==> src/pis_pkg.sv <==
// Shared types and constants for the point-in-sphere set test block.
`default_nettype none

package pis_pkg;

  localparam int unsigned MAX_SPHERES_DEF = 64;
  localparam int unsigned COORD_BITS_DEF  = 10;
  localparam int unsigned KIND_BITS       = 2;

  // Command class decided by the front end.
  typedef enum logic [0:0] {
    OP_ADD   = 1'b0,
    OP_QUERY = 1'b1
  } op_t;

  // Result status codes.
  localparam logic STATUS_OK      = 1'b0;
  localparam logic STATUS_DROPPED = 1'b1;

endpackage

`default_nettype wire

==> src/pis_ram.sv <==
// Generic single-write, single-read RAM with registered read data.
`default_nettype none

module pis_ram #(
  parameter int unsigned WIDTH = 8,
  parameter int unsigned DEPTH = 16
) (
  input  wire logic                    clk,
  input  wire logic                    we,
  input  wire logic [((DEPTH > 1) ? $clog2(DEPTH) : 1)-1:0] waddr,
  input  wire logic [WIDTH-1:0]        wdata,
  input  wire logic [((DEPTH > 1) ? $clog2(DEPTH) : 1)-1:0] raddr,
  output logic      [WIDTH-1:0]        rdata
);

  logic [WIDTH-1:0] mem [DEPTH];

  always_ff @(posedge clk) begin
    if (we) begin
      mem[waddr] <= wdata;
    end
    rdata <= mem[raddr];
  end

endmodule

`default_nettype wire

==> src/pis_back.sv <==
// Back end: sphere table, add execution, query scan pipeline and result register.
`default_nettype none

module pis_back #(
  parameter int unsigned MAX_SPHERES = pis_pkg::MAX_SPHERES_DEF,
  parameter int unsigned COORD_BITS  = pis_pkg::COORD_BITS_DEF
) (
  input  wire logic                           clk,
  input  wire logic                           rst,
  input  wire logic                           cmd_valid,
  input  wire pis_pkg::op_t                   cmd_op,
  input  wire logic [COORD_BITS-1:0]          cmd_x,
  input  wire logic [COORD_BITS-1:0]          cmd_y,
  input  wire logic [COORD_BITS-1:0]          cmd_z,
  input  wire logic [COORD_BITS-1:0]          cmd_r,
  input  wire logic [pis_pkg::KIND_BITS-1:0]  cmd_kind,
  output logic                                cmd_take,
  output logic                                empty,
  input  wire logic                           pop,
  output logic                                hit,
  output logic                                status
);

  localparam int unsigned CB = COORD_BITS;
  localparam int unsigned KB = pis_pkg::KIND_BITS;
  localparam int unsigned EW = 4 * CB + KB;
  localparam int unsigned AW = (MAX_SPHERES > 1) ? $clog2(MAX_SPHERES) : 1;
  localparam int unsigned CW = $clog2(MAX_SPHERES + 1);
  localparam int unsigned SW = 2 * CB + 2;

  typedef enum logic [2:0] {
    S_IDLE = 3'b001,
    S_SCAN = 3'b010,
    S_DONE = 3'b100
  } state_t;

  state_t          state;
  state_t          state_next;
  logic [CW-1:0]   count;
  logic [CW-1:0]   scan_idx;
  logic            tbl_full;

  // query operands
  logic [CB-1:0]   px;
  logic [CB-1:0]   py;
  logic [CB-1:0]   pz;
  logic [KB-1:0]   pkind;

  // table port
  logic            we;
  logic [EW-1:0]   wdata;
  logic [EW-1:0]   rdata;

  // scan pipeline
  logic            v_rd;
  logic            v_sq;
  logic            issue;
  logic [2*CB-1:0] sqx;
  logic [2*CB-1:0] sqy;
  logic [2*CB-1:0] sqz;
  logic [2*CB-1:0] r2;
  logic            kmatch;
  logic            hit_acc;
  logic [CB-1:0]   ex;
  logic [CB-1:0]   ey;
  logic [CB-1:0]   ez;
  logic [CB-1:0]   er;
  logic [KB-1:0]   ek;
  logic [CB-1:0]   dx;
  logic [CB-1:0]   dy;
  logic [CB-1:0]   dz;
  logic [SW-1:0]   d2;
  logic            scan_done;

  // result register
  logic            res_valid;
  logic            pop_fire;
  logic            slot_free;
  logic            res_load;
  logic            add_fire;

  assign tbl_full  = (count == CW'(MAX_SPHERES));
  assign pop_fire  = pop && res_valid;
  assign slot_free = !res_valid || pop_fire;
  assign empty     = !res_valid;

  assign add_fire = (state == S_IDLE) && cmd_valid && (cmd_op == pis_pkg::OP_ADD) && slot_free;
  assign cmd_take = (state == S_IDLE) && cmd_valid
                    && ((cmd_op == pis_pkg::OP_QUERY) || slot_free);

  assign issue     = (state == S_SCAN) && (scan_idx < count);
  assign scan_done = (state == S_SCAN) && !issue && !v_rd && !v_sq;
  assign res_load  = add_fire || ((state == S_DONE) && slot_free);

  assign we    = add_fire && !tbl_full;
  assign wdata = {cmd_kind, cmd_r, cmd_z, cmd_y, cmd_x};

  pis_ram #(
    .WIDTH (EW),
    .DEPTH (MAX_SPHERES)
  ) u_table (
    .clk   (clk),
    .we    (we),
    .waddr (count[AW-1:0]),
    .wdata (wdata),
    .raddr (scan_idx[AW-1:0]),
    .rdata (rdata)
  );

  always_comb begin
    state_next = state;
    unique case (state)
      S_IDLE: begin
        if (cmd_valid && (cmd_op == pis_pkg::OP_QUERY)) begin
          state_next = S_SCAN;
        end
      end
      S_SCAN: begin
        if (scan_done) begin
          state_next = S_DONE;
        end
      end
      S_DONE: begin
        if (slot_free) begin
          state_next = S_IDLE;
        end
      end
      default: state_next = S_IDLE;
    endcase
  end

  always_ff @(posedge clk) begin
    if (rst) begin
      state     <= S_IDLE;
      count     <= '0;
      res_valid <= 1'b0;
      v_rd      <= 1'b0;
      v_sq      <= 1'b0;
    end else begin
      state <= state_next;
      if (we) begin
        count <= count + CW'(1);
      end
      if (res_load) begin
        res_valid <= 1'b1;
      end else if (pop_fire) begin
        res_valid <= 1'b0;
      end
      v_rd <= issue;
      v_sq <= v_rd;
    end
  end

  // Latch the query and clear the scan on entry.
  always_ff @(posedge clk) begin
    if (cmd_take && (cmd_op == pis_pkg::OP_QUERY)) begin
      px       <= cmd_x;
      py       <= cmd_y;
      pz       <= cmd_z;
      pkind    <= cmd_kind;
      scan_idx <= '0;
    end else if (issue) begin
      scan_idx <= scan_idx + CW'(1);
    end
  end

  assign {ek, er, ez, ey, ex} = rdata;
  assign dx = (px >= ex) ? (px - ex) : (ex - px);
  assign dy = (py >= ey) ? (py - ey) : (ey - py);
  assign dz = (pz >= ez) ? (pz - ez) : (ez - pz);

  // Stage one: squares of the distances and the radius.
  always_ff @(posedge clk) begin
    sqx    <= dx * dx;
    sqy    <= dy * dy;
    sqz    <= dz * dz;
    r2     <= er * er;
    kmatch <= (ek == pkind);
  end

  assign d2 = SW'(sqx) + SW'(sqy) + SW'(sqz);

  // Stage two: sum, compare and accumulate.
  always_ff @(posedge clk) begin
    if (cmd_take && (cmd_op == pis_pkg::OP_QUERY)) begin
      hit_acc <= 1'b0;
    end else if (v_sq && kmatch && (d2 < SW'(r2))) begin
      hit_acc <= 1'b1;
    end
  end

  always_ff @(posedge clk) begin
    if (res_load) begin
      if (state == S_DONE) begin
        hit    <= hit_acc;
        status <= pis_pkg::STATUS_OK;
      end else begin
        hit    <= 1'b0;
        status <= tbl_full ? pis_pkg::STATUS_DROPPED : pis_pkg::STATUS_OK;
      end
    end
  end

`ifndef SYNTHESIS
  a_count_bound: assert property (@(posedge clk) disable iff (rst)
    count <= CW'(MAX_SPHERES))
    else $error("sphere count above table depth");

  a_scan_bound: assert property (@(posedge clk) disable iff (rst)
    (state == S_SCAN) |-> (scan_idx <= count))
    else $error("scan index ran past the stored spheres");

  a_add_grows: assert property (@(posedge clk) disable iff (rst)
    (add_fire && !tbl_full) |=> (count == $past(count) + CW'(1)))
    else $error("stored add did not advance the count");

  a_no_load_in_scan: assert property (@(posedge clk) disable iff (rst)
    (state == S_SCAN) |-> !res_load)
    else $error("result loaded while a scan is in flight");

  a_done_after_scan: assert property (@(posedge clk) disable iff (rst)
    (state == S_DONE) |-> (!v_rd && !v_sq))
    else $error("scan pipeline not drained at completion");
`endif

endmodule

`default_nettype wire
==> config.mk <==
export PLATFORM = sky130hd
export DESIGN_NAME = pis_back
export DESIGN_NICKNAME = d
export VERILOG_FILES = /design/src/pis_pkg.sv /design/src/pis_ram.sv /design/src/pis_back.sv
export SDC_FILE = /design/constraint.sdc
export NUM_CORES = 2
export LEC_CHECK = 0
export ABC_AREA = 1
export BUFFER_PORTS_ARGS = -buffer_cell sky130_fd_sc_hd__buf_2
export CAP_MARGIN = 10
export CORE_MARGIN = 4
export CORE_UTILIZATION = 57
export DETAILED_ROUTE_END_ITERATION = 7
export PLACE_DENSITY = 0.76
export SYNTH_ARGS = -nofsm -noshare
export SYNTH_HDL_FRONTEND = slang
export SYNTH_SLANG_ARGS = --single-unit
==> constraint.sdc <==
create_clock -name clk -period 6.8 [get_ports clk]
set_clock_uncertainty 0.1 [all_clocks]
set_input_delay 0.68 -clock clk [delete_from_list [all_inputs] [get_ports clk]]
set_output_delay 0.68 -clock clk [all_outputs]
set_load 0.005 [all_outputs]
======== After elaboration in Yosys (flattened, before gate mapping) ========
Memories as Yosys holds them, arrays and structs flattened. A register that Yosys moved wholly into a read port is not among the register bits.
Cells that the tools add are included.
cells by class
  bitwise operators ....................... 1
  multiplexer cells ....................... 12
  shift operators ......................... 0
  $add $sub $neg .......................... 10
  multipliers ............................. 4
  equal/unequal tests ..................... 8
  reductions and logical operators ........ 25
  div/mod/pow operators ................... 0
  magnitude comparators ................... 5
operators by type and width
  kind                 number
  $mul 10x10->20       4
  $sub 10x10->10       6
  $ge 10x10->1         3
  $mux 10              3
  $add 21x20->22       1
  $lt 22x20->1         1
  $add 20x20->21       1
  $logic_and 1x1->1    15
  $add 7x1->7 const B  2
  $mux 3               3
  $pmux 3 s3           1
  $eq 7x7->1 const B   1
  $lt 7x7->1           1
  $logic_not 1->1      5
  $mux 1               5
  $ne 2x2->1 const B   2
  $eq 3x1->1 const B   1
  $eq 3x2->1 const B   1
  $eq 3x3->1 const B   1
  $logic_or 1x1->1     3
  $reduce_and 3->1     1
  $eq 2x2->1           1
  $ne 2x1->1 const B   1
  $reduce_bool 2->1    1
  $not 1->1            1
word-level totals
  bits of input ports ..................... 47
  bits in latches ......................... 0
  register bits after elaboration ......... 136
  word-level logic and storage cells ...... 84
  RAM bits ................................ 2688
  memories ................................ 1
  memory bits (read-only) ................. 0
memory list
  name         depth  bits a word  read ports  clocked after Yosys merged registers in  wr ports  line           source
  u_table.mem  64     42           1           1                                        1         pis_ram.sv:16  logic [WIDTH-1:0] mem [DEPTH];

======== Longest topological paths before layout ========
  word-level depth ........................ 8
  depth in mapped cells ................... 34
  depth with buffers taken out ............ 33

======== Hierarchy ========
From an unflattened synthesis, not the netlist that was laid out.
unflattened totals
  cells, all modules ...................... 11242
  area total of the unflattened synthesis .. 128416.9 sq um
modules (own cells, without submodules)
  module    cells each  seq. area each (sq um)  area an instance (sq um)  instances
  pis_ram   8860        81558.2                 109241.0                  1
  pis_back  2382        2982.9                  19175.9                   1

======== Worst setup path after synthesis ========
No wires, ideal clock.
  path type ............................... reg2reg
  from .................................... reg pz[0]
  to ...................................... reg sqz[16]
  library setup time ...................... 0.112 ns
  clock period less this slack ............ 6.331 ns
  cell stages (with the launch flop) ...... 30
  arrival ................................. 6.119 ns
  slack ................................... 0.469 ns
  data required time ...................... 6.588 ns
  path buffers ............................ 1
  cells stage by stage .................... edfxtp_1 -> inv_1 -> ha_1 -> inv_1 -> fa_1 -> nand3_1 -> nand3_2 -> nand2_1 -> nand2_2 -> nand2_2 -> nand2_4 -> buf_12 -> mux2i_4 -> xor2_4 -> nor2_2 -> fa_1 -> inv_1 -> fa_1 -> fa_1 -> inv_1 -> fa_1 -> fa_1 -> ha_1 -> nand2_1 -> o21ai_0 -> a21boi_0 -> o21ai_0 -> nand3_1 -> nand3_1 -> nand2_1
between the ends
  word-level cells in the longest chain between the ends .. 3
ends and longest elaborated chain
  element                                         line             source
  start, declared                                 pis_back.sv:46   logic [CB-1:0] pz;
  start signal, assigned                          pis_back.sv:159  pz <= cmd_z;
  $sub 10x10->10 or $ge 10x10->1 (tied branches)  pis_back.sv:170  assign dz = (pz >= ez) ? (pz - ez) : (ez - pz);
  $mux 10 (*)                                     pis_back.sv:170
  $mul 10x10->20 (*)                              pis_back.sv:176  sqz <= dz * dz;
  end signal, assigned                            pis_back.sv:176
  end, declared                                   pis_back.sv:60   logic [2*CB-1:0] sqz;
Mark *: on every way between the ends. The rest lies on a longest branch, timed or not.
A chain may end at the register's enable or synchronous reset.

======== Worst setup path in the final report ========
Same ends and word-level chain as after synthesis.

==> metrics.yaml <==
status:
  status: "finished clean"
worst_setup_path:
  crit_type: "reg -> reg"
  critPathLaunchType: "flop"
  cp.arrival_ns: 7.20
  path_max_fanout: 14
  cp-end-kind: "flop"
  cpMostUsedCell: "fa_1"
  cp_slowest_cell: "fa_1"
  slowest_delay_ns: 0.55
  required_ns: 7.52
floorplan:
  die_w_um: 474
  num_io_pins: 51
  core_area_mm2: 0.215
  dieArea_mm2: 0.225
  rows: 170
  die_h_um: 474
  start_util_pct: 57.5
synth:
  synth.area.top_cells: "edfxtp_1 (66%), o21ai_0 (5.8%), nor2_1 (4.9%), fa_1 (3.5%), ha_1 (2.9%)"
  yosys.area.top_type_share_pct: 66.0
  yosysTopAreaCell: "edfxtp_1"
  syn_area_mm2: 0.124
  synth_edf_count: 2722
  syn_area_per_cell_um2: 12.5
  synth_cell_types: 54
  ys.warnings.count: 0
  async_flop_share_pct: 0
  synth-main-ff-cell: "edfxtp_1"
  syn_inst: 9924
  yosysSeqAreaShare_pct: 68.3
  ys_ff_latch: 2862
sta:
  tightestPinTransition_ns: 1.22
  rsz0062_at_grt: "false"
  min_period_ns: 6.49
  maxSlewHeadroom_pct: 18.4
  tns_ns: 0
  fin_ws_ns: 0.312
  hold_violations: 0
  fmax_ghz: 0.154
  drv_slew: 0
  finalSetupViolCount: 0
  period_share_pct: 95.4
final_layout:
  postLayoutCellArea_mm2: 0.137
  drive_above_1_share_pct: 8.24
  final_cells: 13000
  nets: 10500
  area_growth_pct: 10.9
placement:
  place_ws_ns: 0.202
  dp.final_hpwl_um: 197000
  numPortBuffers: 50
  dp.cells: 12400
  dpl_cell_area_mm2: 0.128
  gp_congestion: 0.872
detailed_routing:
  avgViaCountPerCell: 6.50
  drt_first_pass_iters: 8
  routedWlPerCell_um: 27.3
  num_vias: 84400
  drc: 0
  routed_wl_um: 354000
  ant_nets: 0
  drt_iter0_markers: 13600
worst_hold_path:
  hp-class: "in -> reg"
grt:
  grt_max_degree: 208
  first_global_vias: 81500
  grt_overflow: 0
  grt_usage_pct: 30.9
  antenna_found_initial: 35
  grt_pass1_wl_um: 517000
cts:
  numCtsBuffers: 300
  htreeDepth: 5
  clock-root-buffer: "clkbuf_16"
  insertion_delay_ns: 1.00
  cts_tree: "built"
  clock-sinks: 2862
  clkSlewWorstSetupHoldPaths_ns: 0.06
  cts_buffer_depth: 4
run:
  drv_cap: 0
## cells in the mapped netlist (8+ instances only)
| master | instances |
|---|---|
| o211ai_1 | 62 |
| buf_1 | 25 |
| o22ai_1 | 404 |
| nor3_1 | 32 |
| buf_4 | 16 |
| inv_2 | 8 |
| nand4_1 | 46 |
| fa_1 | 215 |
| clkbuf_1 | 456 |
| dfxtp_1 | 140 |
| ha_1 | 288 |
| nor2_1 | 1623 |
| edfxtp_1 | 2722 |
| a21o_1 | 11 |
| xnor2_1 | 25 |
| xor2_1 | 97 |
| a31oi_1 | 12 |
| o21ai_0 | 1427 |
| nand2_1 | 720 |
| o21ai_2 | 11 |
| inv_1 | 532 |
| a21oi_1 | 221 |
| o221ai_1 | 271 |
| buf_2 | 94 |
| nand3_1 | 368 |
| nor2_2 | 9 |
| o21bai_1 | 14 |
## cells by family (layout without fill, tap and decap cells)
kind of cell,count (synthesis),after routing,share of synthesized area (%)
other,2,24,0.00607
AOI/OAI and AO/OA,2471,2471,11.5
DFF,2862,2862,68.3
and+or+nand+nor,2817,2817,9.12
xor gates and xnor gates,132,132,1.04
adders and majority gates,503,503,6.39
buffers and inverters,1135,1337,3.60
muxes,2,2,0.0263
## sequential cells by signal (all words and copies together) (netlist names), 7 cells and up
signal,flops
r2,19
py,10
u_table.mem,2688
pz,10
count,7
px,10
sqz,19
u_table.rdata,42
sqx,19
sqy,19
scan_idx,7
## repair_timing
| item | 4_1_cts | 5_1_grt |
|---|---|---|
| setup buffers | 0 | 6 |
| endpoints found under the hold margin | 19 | 0 |
| setup endpoints to repair | 0 | 21 |
| resized for setup | 0 | 36 |
| hold buffers | 2 | 0 |
## metal layers
metal	vias to the layer above	global-route usage [%]	wire length (um)
li1	36100	-	-
met1	41200	41.2	127000
met4	18	15.5	19400
met3	1048	7.61	45600
met5	-	0	119
met2	6065	47.8	162000
## per-stage QoR
step / utilization (%) / hold slack [ns]
floorplan: - / 0.229
finish: 63.8 / 0.128
detailed placement: 59.3 / 0.319
CTS: 63.7 / 0.0859
global placement: 59.3 / 0.312
global route: 63.7 / 0.109
## placed cells by master, fill, tap and decap left out, types with 42 or more instances in the layout
cell type and count:
o221ai_1 271, buf_4 206, inv_1 528, a21oi_1 219, o211ai_1 62, nor2_1 1546, nand3_1 368, clkinv_2 42
o22ai_1 404, o21ai_0 1420, nor2_4 65, dfxtp_1 136, xor2_1 96, buf_2 50, clkinv_1 47, clkbuf_16 307
nand4_1 46, nand2_1 719, fa_1 214, edfxtp_1 2722, ha_1 288, clkbuf_1 62
## critical path: cells and delay by family, from the launching register on
kind | cells | cell delay (ns)
adders and majority gates | 8 | 3.44
and+or+nand+nor | 11 | 1.01
AOI/OAI and AO/OA | 4 | 0.87
DFF | 1 | 0.39
xor gates and xnor gates | 1 | 0.31
buffers and inverters | 4 | 0.25
## area by class of cell
| type | count | area, um2 |
|---|---|---|
| antenna | 21 | 52.6 |
| clock buffer | 381 | 8080 |
| clock inverter | 132 | 1240 |
| fill | 15300 | 78000 |
| inverter | 542 | 2070 |
| multi-input combinational | 5928 | 35400 |
| sequential | 2862 | 84600 |
| tap | 2838 | 3550 |
| timing repair buffer | 282 | 2300 |
## worst paths after layout
path                                from            endpoint  slack (ns)  depth (start not counted)
worst max-delay path               pz[0]             sqz[16]        0.31                         28
worst min-delay path            cmd_z[9]  u_table.mem[5][29]        0.13                          1
worst max register to register     pz[0]             sqz[16]        0.31                         28
worst min register to register      v_rd                v_sq        0.34                          2
Power is left out: the tool's default activity adds up to more than one toggle a clock period on the data nets, which glitch-free logic cannot reach.
